===== src/sv/lcdmtc_pkg.sv =====
package lcdmtc_pkg;

  // Lengths of the scan modes and of a whole line.
  localparam logic [9:0] LEN_OAM    = 10'd80;
  localparam logic [9:0] LEN_XFER   = 10'd172;
  localparam logic [9:0] LEN_HBLANK = 10'd204;
  localparam logic [9:0] LEN_LINE   = 10'd456;

  localparam logic [7:0] FIRST_VBLANK_LINE = 8'd144;
  localparam logic [7:0] LINES_PER_FRAME   = 8'd154;

  // Reciprocal of the OAM length, scaled by 2**14; exact for sums below 640.
  localparam logic [7:0] OAM_RECIP       = 8'd205;
  localparam int         OAM_RECIP_SHIFT = 14;

  typedef enum logic [1:0] {
    MODE_HBLANK = 2'd0,
    MODE_VBLANK = 2'd1,
    MODE_OAM    = 2'd2,
    MODE_XFER   = 2'd3
  } mode_e;

  typedef enum logic [1:0] {
    CFG_LCD_ENABLE   = 2'd0,
    CFG_STAT_IRQ_EN  = 2'd1,
    CFG_LINE_COMPARE = 2'd2,
    CFG_UNUSED       = 2'd3
  } cfg_idx_e;

  typedef struct packed {
    logic        lcd_enable;
    logic [3:0]  irq_en;
    logic [7:0]  line_compare;
  } cfg_t;

  typedef struct packed {
    logic [9:0]  cycle;
    logic [7:0]  line;
    mode_e       mode;
    logic        match;
  } ctr_t;

  typedef struct packed {
    logic [7:0]  line;
    mode_e       mode;
    logic [6:0]  status;
    logic        vblank_irq;
    logic        stat_irq;
    logic        render_line;
  } res_t;

endpackage


===== src/sv/lcdmtc_step.sv =====
module lcdmtc_step (
  input  lcdmtc_pkg::cfg_t  cfg_i,
  input  lcdmtc_pkg::ctr_t  cur_i,
  input  logic [5:0]        elapsed_cycles_i,
  output lcdmtc_pkg::ctr_t  nxt_o,
  output lcdmtc_pkg::res_t  res_o
);

  logic [9:0]  sum;
  logic [17:0] oam_prod;
  logic [2:0]  oam_quo;
  logic [9:0]  oam_rem;
  logic [7:0]  line_inc;
  logic        vbl;
  logic        sirq;
  logic        rend;

  assign sum      = cur_i.cycle + {4'd0, elapsed_cycles_i};
  assign oam_prod = {8'd0, sum} * {10'd0, lcdmtc_pkg::OAM_RECIP};
  assign oam_quo  = oam_prod[lcdmtc_pkg::OAM_RECIP_SHIFT +: 3];
  assign oam_rem  = sum - 10'({7'd0, oam_quo} * lcdmtc_pkg::LEN_OAM);
  assign line_inc = cur_i.line + 8'd1;

  always_comb begin
    nxt_o = cur_i;
    vbl   = 1'b0;
    sirq  = 1'b0;
    rend  = 1'b0;
    if (!cfg_i.lcd_enable) begin
      nxt_o.cycle = '0;
      nxt_o.line  = '0;
      nxt_o.mode  = lcdmtc_pkg::MODE_HBLANK;
    end else begin
      nxt_o.match = (cur_i.line == cfg_i.line_compare);
      sirq        = nxt_o.match & cfg_i.irq_en[3];
      nxt_o.cycle = sum;
      unique case (cur_i.mode)
        lcdmtc_pkg::MODE_OAM: begin
          if (sum >= lcdmtc_pkg::LEN_OAM) begin
            nxt_o.cycle = oam_rem;
            nxt_o.mode  = lcdmtc_pkg::MODE_XFER;
          end
        end
        lcdmtc_pkg::MODE_XFER: begin
          if (sum >= lcdmtc_pkg::LEN_XFER) begin
            nxt_o.cycle = sum - lcdmtc_pkg::LEN_XFER;
            nxt_o.mode  = lcdmtc_pkg::MODE_HBLANK;
            rend        = 1'b1;
            sirq        = sirq | cfg_i.irq_en[0];
          end
        end
        lcdmtc_pkg::MODE_HBLANK: begin
          if (sum >= lcdmtc_pkg::LEN_HBLANK) begin
            nxt_o.cycle = sum - lcdmtc_pkg::LEN_HBLANK;
            nxt_o.line  = line_inc;
            if (line_inc == lcdmtc_pkg::FIRST_VBLANK_LINE) begin
              nxt_o.mode = lcdmtc_pkg::MODE_VBLANK;
              vbl        = 1'b1;
              sirq       = sirq | cfg_i.irq_en[1];
            end else begin
              nxt_o.mode = lcdmtc_pkg::MODE_OAM;
              sirq       = sirq | cfg_i.irq_en[2];
            end
          end
        end
        lcdmtc_pkg::MODE_VBLANK: begin
          if (sum >= lcdmtc_pkg::LEN_LINE) begin
            nxt_o.cycle = sum - lcdmtc_pkg::LEN_LINE;
            nxt_o.line  = line_inc;
            if (line_inc == lcdmtc_pkg::LINES_PER_FRAME) begin
              nxt_o.line = '0;
              nxt_o.mode = lcdmtc_pkg::MODE_OAM;
              sirq       = sirq | cfg_i.irq_en[2];
            end
          end
        end
      endcase
    end
  end

  // The status mode bits lag: they show the mode from before this step.
  assign res_o.line        = nxt_o.line;
  assign res_o.mode        = nxt_o.mode;
  assign res_o.status      = {cfg_i.irq_en, nxt_o.match, cur_i.mode};
  assign res_o.vblank_irq  = vbl;
  assign res_o.stat_irq    = sirq;
  assign res_o.render_line = rend;

endmodule


===== src/sv/lcd_mode_timing_controller_unit.sv =====
// Channel  Handshake                  Payload
// cfg      cfg_valid_i / cfg_ready_o  cfg_index_i, cfg_data_i
// in       in_valid_i / in_ready_o    elapsed_cycles_i
// out      out_valid_o / out_ready_i  current_line_o, current_mode_o, status_byte_o,
//                                     vblank_irq_o, stat_irq_o, render_line_o
//
// Each tick is processed in the cycle it is accepted: the counters update and the
// result is captured in the output or skid register; one tick per cycle holds while
// results drain. A skid register behind the output register keeps taking a tick while
// a result waits; the input stalls only when both hold results.
// Reset clears the counters and puts the mode in OAM search; configuration resets
// to zero, with the display off. The configuration port is always ready.
module lcd_mode_timing_controller_unit (
  input  logic       clk_i,
  input  logic       rst_ni,
  input  logic       cfg_valid_i,
  output logic       cfg_ready_o,
  input  logic [1:0] cfg_index_i,
  input  logic [7:0] cfg_data_i,
  input  logic       in_valid_i,
  output logic       in_ready_o,
  input  logic [5:0] elapsed_cycles_i,
  output logic       out_valid_o,
  input  logic       out_ready_i,
  output logic [7:0] current_line_o,
  output logic [1:0] current_mode_o,
  output logic [6:0] status_byte_o,
  output logic       vblank_irq_o,
  output logic       stat_irq_o,
  output logic       render_line_o
);

  lcdmtc_pkg::cfg_t cfg_q;
  lcdmtc_pkg::ctr_t ctr_q;
  lcdmtc_pkg::ctr_t ctr_nxt;
  lcdmtc_pkg::res_t res_nxt;
  lcdmtc_pkg::res_t out_q, out_d;
  lcdmtc_pkg::res_t skid_q, skid_d;
  logic             out_valid_q, out_valid_d;
  logic             skid_valid_q, skid_valid_d;
  logic             in_xfer;
  logic             out_xfer;

  assign cfg_ready_o = 1'b1;
  assign in_ready_o  = !skid_valid_q;
  assign in_xfer     = in_valid_i && in_ready_o;
  assign out_xfer    = out_valid_q && out_ready_i;

  // The whole tick update is one combinational pass over the counter state.
  lcdmtc_step u_step (
    .cfg_i            (cfg_q),
    .cur_i            (ctr_q),
    .elapsed_cycles_i (elapsed_cycles_i),
    .nxt_o            (ctr_nxt),
    .res_o            (res_nxt)
  );

  // Configuration writes; an index past the register list is dropped.
  always_ff @(posedge clk_i or negedge rst_ni) begin
    if (!rst_ni) begin
      cfg_q <= '0;
    end else if (cfg_valid_i) begin
      unique case (lcdmtc_pkg::cfg_idx_e'(cfg_index_i))
        lcdmtc_pkg::CFG_LCD_ENABLE:   cfg_q.lcd_enable   <= cfg_data_i[0];
        lcdmtc_pkg::CFG_STAT_IRQ_EN:  cfg_q.irq_en       <= cfg_data_i[3:0];
        lcdmtc_pkg::CFG_LINE_COMPARE: cfg_q.line_compare <= cfg_data_i;
        default: begin
        end
      endcase
    end
  end

  // Counter state advances only on an input transfer.
  always_ff @(posedge clk_i or negedge rst_ni) begin
    if (!rst_ni) begin
      ctr_q.cycle <= '0;
      ctr_q.line  <= '0;
      ctr_q.mode  <= lcdmtc_pkg::MODE_OAM;
      ctr_q.match <= 1'b0;
    end else if (in_xfer) begin
      ctr_q <= ctr_nxt;
    end
  end

  // Output register with a skid entry. The skid entry fills only when a new
  // result arrives while the output register holds one that is not taken.
  always_comb begin
    out_d        = out_q;
    skid_d       = skid_q;
    out_valid_d  = out_valid_q;
    skid_valid_d = skid_valid_q;
    if (out_xfer) begin
      if (skid_valid_q) begin
        out_d        = skid_q;
        skid_valid_d = 1'b0;
      end else if (in_xfer) begin
        out_d = res_nxt;
      end else begin
        out_valid_d = 1'b0;
      end
    end else if (in_xfer) begin
      if (!out_valid_q) begin
        out_d       = res_nxt;
        out_valid_d = 1'b1;
      end else begin
        skid_d       = res_nxt;
        skid_valid_d = 1'b1;
      end
    end
  end

  always_ff @(posedge clk_i or negedge rst_ni) begin
    if (!rst_ni) begin
      out_valid_q  <= 1'b0;
      skid_valid_q <= 1'b0;
    end else begin
      out_valid_q  <= out_valid_d;
      skid_valid_q <= skid_valid_d;
    end
  end

  always_ff @(posedge clk_i) begin
    out_q  <= out_d;
    skid_q <= skid_d;
  end

  assign out_valid_o    = out_valid_q;
  assign current_line_o = out_q.line;
  assign current_mode_o = out_q.mode;
  assign status_byte_o  = out_q.status;
  assign vblank_irq_o   = out_q.vblank_irq;
  assign stat_irq_o     = out_q.stat_irq;
  assign render_line_o  = out_q.render_line;

`ifndef SYNTHESIS
  a_cycle_bound: assert property (@(posedge clk_i) disable iff (!rst_ni)
    ctr_q.cycle < lcdmtc_pkg::LEN_LINE)
    else $error("cycle counter left its range");

  a_skid_behind_out: assert property (@(posedge clk_i) disable iff (!rst_ni)
    skid_valid_q |-> out_valid_q)
    else $error("skid entry valid while output register is empty");

  a_render_hblank: assert property (@(posedge clk_i) disable iff (!rst_ni)
    out_valid_q && out_q.render_line |-> out_q.mode == lcdmtc_pkg::MODE_HBLANK)
    else $error("render strobe outside hblank entry");

  a_vblank_line: assert property (@(posedge clk_i) disable iff (!rst_ni)
    out_valid_q && out_q.vblank_irq |->
      out_q.line == lcdmtc_pkg::FIRST_VBLANK_LINE)
    else $error("vblank pulse away from the first vblank line");

  a_in_no_overflow: assert property (@(posedge clk_i) disable iff (!rst_ni)
    skid_valid_q && !out_ready_i |=> skid_valid_q)
    else $error("pending result dropped");
`endif

endmodule


===== config.mk =====
export PLATFORM = sky130hd
export DESIGN_NAME = lcd_mode_timing_controller_unit
export DESIGN_NICKNAME = d
export VERILOG_FILES = /design/src/sv/lcdmtc_pkg.sv /design/src/sv/lcdmtc_step.sv /design/src/sv/lcd_mode_timing_controller_unit.sv
export SDC_FILE = /design/constraint.sdc
export NUM_CORES = 1
export LEC_CHECK = 0
export ABC_AREA = 1
export BUFFER_PORTS_ARGS = -buffer_cell sky130_fd_sc_hd__buf_4
export CAP_MARGIN = 20
export CORE_MARGIN = 2
export CORE_UTILIZATION = 45
export CTS_CLUSTER_SIZE = 25
export DETAILED_ROUTE_END_ITERATION = 6
export PLACE_DENSITY_LB_ADDON = 0.3
export SLEW_MARGIN = 5
export SYNTH_ARGS = -nofsm -noshare
export SYNTH_HDL_FRONTEND = slang
export SYNTH_SLANG_ARGS = --single-unit

===== constraint.sdc =====
create_clock -name clk_i -period 5.69 [get_ports clk_i]
set_input_delay 0.2845 -clock clk_i [delete_from_list [all_inputs] [get_ports clk_i]]
set_output_delay 0.2845 -clock clk_i [all_outputs]
set_load 0.005 [all_outputs]

# After elaboration in Yosys (flattened, before gate mapping)

Index checks and enable logic that the tools add are counted.

Reduce and logical (&&, ||, !) cells: 15
Add/subtract/negate cells: 6
Bitwise operators: 5
$lt $le $gt $ge: 4
Equal/unequal tests: 11
Multiplexer cells: 39
$mul: 2

Operators with widths:

| operator              | count |
|---|---|
| $mux 20               | 8 |
| $pmux 10 s4           | 1 |
| $mux 10               | 3 |
| $mux 1                | 21 |
| $ge 10x8->1 const B   | 2 |
| $sub 10x8->10 const B | 2 |
| $mul 10x8->17 const B | 1 |
| $eq 8x8->1 const B    | 2 |
| $pmux 8 s2            | 1 |
| $add 10x6->10         | 1 |
| $ge 10x7->1 const B   | 1 |
| $ge 10x9->1 const B   | 1 |
| $sub 10x10->10        | 1 |
| $sub 10x9->10 const B | 1 |
| $reduce_and 3->1      | 3 |
| $add 8x1->8 const B   | 1 |
| $eq 8x8->1            | 1 |
| $pmux 2 s4            | 1 |
| $reduce_and 2->1      | 4 |
| $eq 2x2->1 const B    | 3 |
| $mul 3x3->6 const B   | 1 |
| $mux 2                | 3 |
| $reduce_bool 2->1     | 3 |
| $eq 2x1->1 const B    | 2 |
| 9 further kinds       | 14 |

Flip-flop bits (word level): 76

# Longest topological paths before layout

Gate-level depths: netlist (run 1).

Depth after elaboration: 10
Depth in mapped cells: 40
Mapped depth without buffers: 39

# Cells and area by module

A second synthesis (run 1) with hierarchy kept.

Cells, all modules: 928
Area total of the unflattened synthesis: 7,016.7 um2

By module, submodules not included:

| module                          | instances | sequential area each (um2) | cells each | area an instance (um2) |
|---|---|---|---|---|
| lcdmtc_step                     | 1         | 0.0                        | 650        | 4,018.9 |
| lcd_mode_timing_controller_unit | 1         | 2,103.3                    | 278        | 2,997.9 |

# Least setup slack after synthesis (run 1)

Ideal clock, no wire load.

Path kind: register to register
Start: register ctr_q[11] (netlist name)
End: register ctr_q[20] (netlist name)
Clock period less this slack: 6.121 ns
Slack: -0.431 ns
Path buffers: 0
Data arrival time: 6.055 ns
Cell stages (with the launch flop): 37
Data required time: 5.624 ns
Cell sequence: dfrtp_1 > ha_1 > inv_1 > fa_1 > inv_1 > nand3_1 > nand2_1 > nand2_1 > nand2_1 > inv_1 > ha_1 > ha_1 > xnor2_1 > fa_1 > fa_1 > inv_1 > ha_1 > nand2_1 > nor2_1 > nand3_1 > o2111ai_1 > a21o_1 > nand2_1 > nand2_1 > xnor2_1 > ha_1 > inv_1 > ha_1 > a21oi_1 > o21ai_0 > a21o_1 > a21oi_1 > xnor2_1 > nor2_1 > nor2_1 > nand2_1 > nand2_1

Longest elaborated chain between the ends: 7

Ends and longest elaborated chain:

| what                     | RTL line                              | text |
|---|---|---|
| start: declaration       | lcd_mode_timing_controller_unit.sv:34 | `lcdmtc_pkg::ctr_t ctr_q;` |
| start signal: assignment | lcd_mode_timing_controller_unit.sv:81 | `ctr_q <= ctr_nxt;` |
| $add 10x6->10 *          | lcdmtc_step.sv:18                     | `assign sum = cur_i.cycle + {4'd0, elapsed_cycles_i};` |
| $mul 10x8->17            | lcdmtc_step.sv:19                     | `assign oam_prod = {8'd0, sum} * {10'd0, lcdmtc_pkg::OAM_RECIP};` |
| $mul 3x3->6              | lcdmtc_step.sv:21                     | `assign oam_rem = sum - 10'({7'd0, oam_quo} * lcdmtc_pkg::LEN_OAM);` |
| $sub 10x10->10           | lcdmtc_step.sv:21                     |  |
| $mux 10                  | lcdmtc_step.sv:39                     | `if (sum >= lcdmtc_pkg::LEN_OAM) begin` |
| $pmux 10 s4 *            | lcdmtc_step.sv:37                     | `unique case (cur_i.mode)` |
| $mux 20 *                | lcdmtc_step.sv:29                     | `if (!cfg_i.lcd_enable) begin` |

Every way passes the cells marked *; elsewhere a longest branch is shown, timed or not.
A chain may end at the register's enable or synchronous reset.

# Final worst setup path (run 1)

Same ends and word-level chain as after synthesis.

==> results of run 1 <==
[how the worst max path moves through the flow]
stage                          start                     to  slack [ns]  cells past startpoint
2_1_floorplan  ctr_q[11]$_DFFE_PN0P_  ctr_q[20]$_DFFE_PN0P_       -0.03                     37
3_3_place_gp     elapsed_cycles_i[0]  ctr_q[20]$_DFFE_PN0P_       -0.14                     36
3_5_place_dp     elapsed_cycles_i[0]  ctr_q[19]$_DFFE_PN0P_       -0.29                     34
4_1_cts        ctr_q[11]$_DFFE_PN0P_  ctr_q[20]$_DFFE_PN0P_       -0.15                     35
5_1_grt        ctr_q[11]$_DFFE_PN0P_  ctr_q[20]$_DFFE_PN0P_       -0.45                     39
6_report       ctr_q[11]$_DFFE_PN0P_  ctr_q[20]$_DFFE_PN0P_       -0.14                     34
[per-layer routing]
| metal | global-route usage (%) | wire, um | vias up |
|---|---|---|---|
| met5 | 0 | 0 | - |
| met4 | 3.791 | 131 | 0 |
| met3 | 2.749 | 699 | 13 |
| met2 | 35.78 | 7949 | 143 |
| met1 | 30.49 | 7700 | 2682 |
| li1 | - | - | 2925 |
[kinds of logic (layout without fill, tap and decap cells)]
family / Yosys count / in the layout / share of synthesized area (%)
DFF: 76 / 76 / 31.98
xor gates and xnor gates: 22 / 22 / 2.930
muxes: 4 / 4 / 0.6849
adders and majority gates: 87 / 87 / 18.49
and+or+nand+nor: 389 / 389 / 27.55
other: 1 / 1 / 0.05702
buffers and inverters: 156 / 276 / 9.513
AOI/OAI and AO/OA: 97 / 97 / 8.790
[layout make-up]
type                       count  area share (%)
clock buffer                   9           2.706
multi-input combinational    600           50.92
inverter                     139           6.329
sequential                    76           25.27
tap                          184           2.766
clock inverter                 7          0.7817
timing repair buffer         121           11.23
[repair_timing]
action,in CTS,in global routing
pin swaps,20,22
setup endpoints to repair,5,5
hold buffers,1,0
setup buffers,10,9
hold endpoints to repair,35,0
gates resized for setup,20,28
[metrics by stage]
stage | hold WS (ns) | cells
after floorplan | -0.01109 | 832
after global placement | 0.2840 | 1100
after detailed placement | 0.2868 | 1100
after CTS | 0.1892 | 1127
after global routing | 0.2157 | 1136
final | 0.1896 | 1136
[worst max-delay path, delay by kind of cell (launching register included)]
family          cells  cell delay, ns
compound gates      5            0.67
simple gates       10            0.77
xor+xnor            3            0.42
fa+ha+maj          10            3.11
flops               1            0.36
buf+inv             6            0.44
[Yosys cell counts (2+ instances only)]
| cell | count |
|---|---|
| a21o_1 | 2 |
| a21oi_1 | 35 |
| a21oi_2 | 7 |
| buf_2 | 3 |
| buf_4 | 3 |
| buf_8 | 2 |
| clkbuf_1 | 9 |
| dfrtp_1 | 35 |
| edfxtp_1 | 40 |
| fa_1 | 17 |
| ha_1 | 70 |
| inv_1 | 134 |
| inv_2 | 4 |
| mux2_2 | 4 |
| nand2_1 | 194 |
| nand2_2 | 13 |
| nand2_4 | 8 |
| nand3_1 | 72 |
| nand3_2 | 6 |
| nand3b_1 | 2 |
| nand4_1 | 16 |
| nand4_4 | 2 |
| nor2_1 | 62 |
| nor2_2 | 7 |
| nor3_1 | 2 |
| o211ai_2 | 2 |
| o21ai_0 | 30 |
| o21ai_1 | 7 |
| o21ai_2 | 6 |
| o21bai_1 | 3 |
| or2_2 | 2 |
| xnor2_1 | 14 |
| xor2_1 | 8 |
[flip-flops by register name (all words and copies together), names as in the netlist]
signal,flops
render_line_o,1
vblank_irq_o,1
skid_valid_q,1
out_valid_o,1
cfg_q,13
status_byte_o,7
stat_irq_o,1
current_mode_o,2
skid_q,20
current_line_o,8
ctr_q,21
==> flow_summary.yaml, run 1 <==
grt:
  track_usage_pct: 21.48
  grt_pass1_vias: 5435
  antenna_found_initial: 0
  grt-ovfl-total: 0
  grt_start_max_net_pins: 37
  grt_first_pass_wirelength_um: 27340
clock_tree:
  cts_buffers: 9
  ctsRootBufferMaster: "clkbuf_16"
  cts_max_level: 3
  cts_buffer_depth: 2
  clk_latency_ns: 0.35
  path_clk_slew_ns: 0.07
  clock-sinks: 76
  cts_tree: "done"
placement:
  port_buffers: 42
  routabilityCongestion: 0.9363
  dp_hpwl_um: 12660
  pre_cts_ws_ns: -0.2924
  placed_area_sq_um: 7646
layout:
  num-nets-final: 1055
  final-seq-area_sq_um: 2103
  multi_input_area_sq_um: 4238
  drive_gt1_share_pct: 28.26
  final_common_cell: "nand2_1"
  num_antenna_cells: 0
  fillers: 1259
  final_area_sq_um: 8323
  final_cell_mix: "nand2_1, inv_1, buf_4"
  final_core_util_pct: 57.70
  areaGrowthSynthToFinish_pct: 26.56
route:
  drt_wl_total_um: 16480
  drt-initial-drc-count: 428
  drc_errors: 0
  viasPerCell: 5.073
  num_vias: 5763
  post_drt_wl_per_cell_um: 14.51
  first_pass_iters: 6
  ant_nets: 0
timing:
  finClkSkew_ns: 0.01305
  worstMarginPinSlew_ns: 0.7022
  tns_ns: -0.4792
  fin_crit_ns: 5.831
  finalSetupViolCount: 4
  rsz0062_at_grt: "true"
  finalMaxSlewViolations: 0
  fin_ws_ns: -0.1408
  relSlewSlack_pct: 53.01
  final_min_period_over_clock_period_pct: 102.5
  clock.fmax_ghz: 0.1715
  hold_violations: 0
die:
  rows: 44
  start_util_pct: 45.59
  io_pins: 44
  die_y_um: 124.9
  fp.coreArea_sq_um: 14420
  die_w_um: 124.9
  die-area_sq_um: 15600
critical_path:
  rrSetupSlack_ns: -0.14
  cp-end-kind: "flip-flop"
  cp.required_ns: 5.97
  worstRegToRegCells: 34
  rr_endpoint: "ctr_q[20]$_DFFE_PN0P_"
  critical_path.max_fanout: 4
  slowest_delay_ns: 0.53
  slowest_stage: "fa_1"
  crit_type: "flip-flop to flip-flop"
  startpoint_type: "flip-flop"
  worstPathArrival_ns: 6.11
  rr_startpoint: "ctr_q[11]$_DFFE_PN0P_"
yosys:
  async_reset_ff_share_pct: 47.37
  synth.distinct_cells: 44
  syn_inst: 832
  ys_seq_elements: 76
  synth_edf_count: 40
  ys_seq_area_share_pct: 31.98
  yosys_warnings: 0
  synthFlopType: "edfxtp_1"
  syn_avg_cell_area_sq_um: 7.904
  netlist_area_sq_um: 6576
  yosys-top-cells-area: "edfxtp_1, dfrtp_1, ha_1"
  syn-num-nets: 940
  yosys.area.top_type: "edfxtp_1"
  synth_top_area_share_pct: 18.26
job:
  drv_cap: 0
min_path:
  hp-start: "cfg_data_i[5]"
  hp-class: "input port to flip-flop"
  holdPathEnd: "cfg_q[5]$_DFFE_PN0P_"
  min_path_cells: 3
outcome:
  violations: "negative setup slack"
  status: "finished, violations left"
Power of run 1 is left out: the tool's default activity adds up to more than one toggle a clock period on the data nets, which glitch-free logic cannot reach.
==> run 2, diff against run 1 <==
- clock period: 5.69 -> 5 ns (I/O delays scaled with it)
==> run 2 against run 1 <==
  * The flow finishes with violations (design-rule violations, negative setup slack)
  * Flip-flop and latch count stayed put
  * Non-clock buffer count is 3 higher
  * Design area is 0.99% lower
==> flow_summary.yaml, run 2 (same netlist as run 1, synthesis figures left out) <==
min_path:
  hp-class: "input port to flip-flop"
  holdPathEnd: "cfg_q[4]$_DFFE_PN0P_"
  min_path_cells: 3
  hp-start: "cfg_data_i[4]"
outcome:
  status: "finished, violations left"
  violations: "design-rule violations, negative setup slack"
layout:
  num_antenna_cells: 0
  fillers: 1348
  drive_gt1_share_pct: 27.23
  largest_registers: "ctr_q: 21 flops, skid_q: 20 flops, cfg_q: 13 flops"
  final_core_util_pct: 57.13
  areaGrowthSynthToFinish_pct: 25.30
  largest_reg_flops: 21
  num-nets-final: 1058
  final_common_cell: "nand2_1"
  final_cell_mix: "nand2_1, inv_1, buf_4"
  registers.top_by_ff_count: "ctr_q"
route:
  drt_wl_total_um: 16120
  ant_nets: 0
  drc_errors: 4
  viasPerCell: 5.097
  drt-initial-drc-count: 324
  num_vias: 5805
  first_pass_iters: 7
  post_drt_wl_per_cell_um: 14.15
die:
  io_pins: 44
  die_w_um: 124.9
  rows: 44
  die-area_sq_um: 15600
  start_util_pct: 45.59
  die_y_um: 124.9
  fp.coreArea_sq_um: 14420
clock_tree:
  cts_buffer_depth: 2
  clock-sinks: 76
  cts_buffers: 9
  cts_max_level: 3
  clk_latency_ns: 0.34
  ctsRootBufferMaster: "clkbuf_16"
  path_clk_slew_ns: 0.07
  cts_tree: "done"
grt:
  grtUsageMet2_pct: 35.65
  track_usage_pct: 21.69
  grt_util_met3_pct: 3.393
  grt_use_met1_pct: 29.62
  top_usage_layer: "met2"
  grt_pass1_vias: 5714
  grt_first_pass_wirelength_um: 27940
  grt_start_max_net_pins: 37
  grt-ovfl-total: 0
  antenna_found_initial: 0
timing:
  relSlewSlack_pct: 47.54
  worstMarginPinSlew_ns: 0.7840
  rsz0062_at_grt: "true"
  finalSetupViolCount: 6
  final_min_period_over_clock_period_pct: 116.7
  clock.fmax_ghz: 0.1714
  finalMaxSlewViolations: 0
  finClkSkew_ns: 0.01167
  fin_crit_ns: 5.833
  hold_violations: 0
  fin_ws_ns: -0.8333
job:
  drv_cap: 0
placement:
  dp_hpwl_um: 12670
  routabilityCongestion: 0.9296
  pre_cts_ws_ns: -0.9703
  port_buffers: 42
critical_path:
  slowest_stage: "fa_1"
  rr_startpoint: "ctr_q[11]$_DFFE_PN0P_"
  critical_path.max_fanout: 4
  worstRegToRegCells: 36
  rrSetupSlack_ns: -0.83
  crit_type: "flip-flop to flip-flop"
  rr_endpoint: "ctr_q[20]$_DFFE_PN0P_"
  startpoint_type: "flip-flop"
  cp-end-kind: "flip-flop"
  cp.required_ns: 5.28
  slowest_delay_ns: 0.50
  cp-startpoint: "ctr_q[11]$_DFFE_PN0P_"
  path_buf_inv: 7
  path_delay_family: "adder cells"
  cp_common_cell: "nand2_1"
  worstPathArrival_ns: 6.11
==> run 2: worst reg2reg max path: cells and delay by family, from the launching register on <==
kind	cells	cell delay [ns]
compound gates	4	0.55
xor+xnor	2	0.24
fa+ha+maj	10	3.20
buf+inv	7	0.47
flops	1	0.35
simple gates	13	0.95
==> run 2: worst max path at each step <==
stage,end,cells after the start
global placement,ctr_q[20]$_DFFE_PN0P_,36
global route,ctr_q[20]$_DFFE_PN0P_,37
floorplan,ctr_q[20]$_DFFE_PN0P_,37
detailed placement,ctr_q[20]$_DFFE_PN0P_,36
finish,ctr_q[20]$_DFFE_PN0P_,36
CTS,ctr_q[20]$_DFFE_PN0P_,37
==> run 2: through the flow <==
| stage | hold slack [ns] | instances | instance area (sq um) | TNS [ns] |
|---|---|---|---|---|
| after global placement | 0.2542 | 1110 | 7725 | -3.647 |
| after CTS | 0.1567 | 1137 | 8189 | -3.833 |
| final | 0.1551 | 1139 | 8240 | -3.809 |
| after detailed placement | 0.2569 | 1110 | 7725 | -4.429 |
| after global routing | 0.1705 | 1139 | 8240 | -5.759 |
| after floorplan | -0.04559 | 832 | 6768 | -2.173 |
==> run 2: timing repair <==
action	CTS	global route
setup endpoints to repair	6	6
pin swaps	28	3
gates resized for setup	22	8
hold buffers	1	0
setup buffers	10	2
endpoints found under the hold margin	35	0
==> run 2: metal layers <==
metal	vias up	part of all wire [%]	wire length, um
met5	-	0	0
met4	0	2.1	341
met3	28	5.3	853
met2	148	46	7464
met1	2696	46	7461
li1	2933	-	-
==> run 2: final cells by class <==
type	count	area, sq um	share of cell area [%]
repair buffers	124	940.9	11.42
well taps	184	230.2	2.794
clock inverters	7	58.81	0.7136
clock buffers	9	225.2	2.733
multi-input cells	600	4155	50.43
inverters	139	526.8	6.392
flip-flops and latches	76	2103	25.52
Power of run 2 is left out for the same reason.
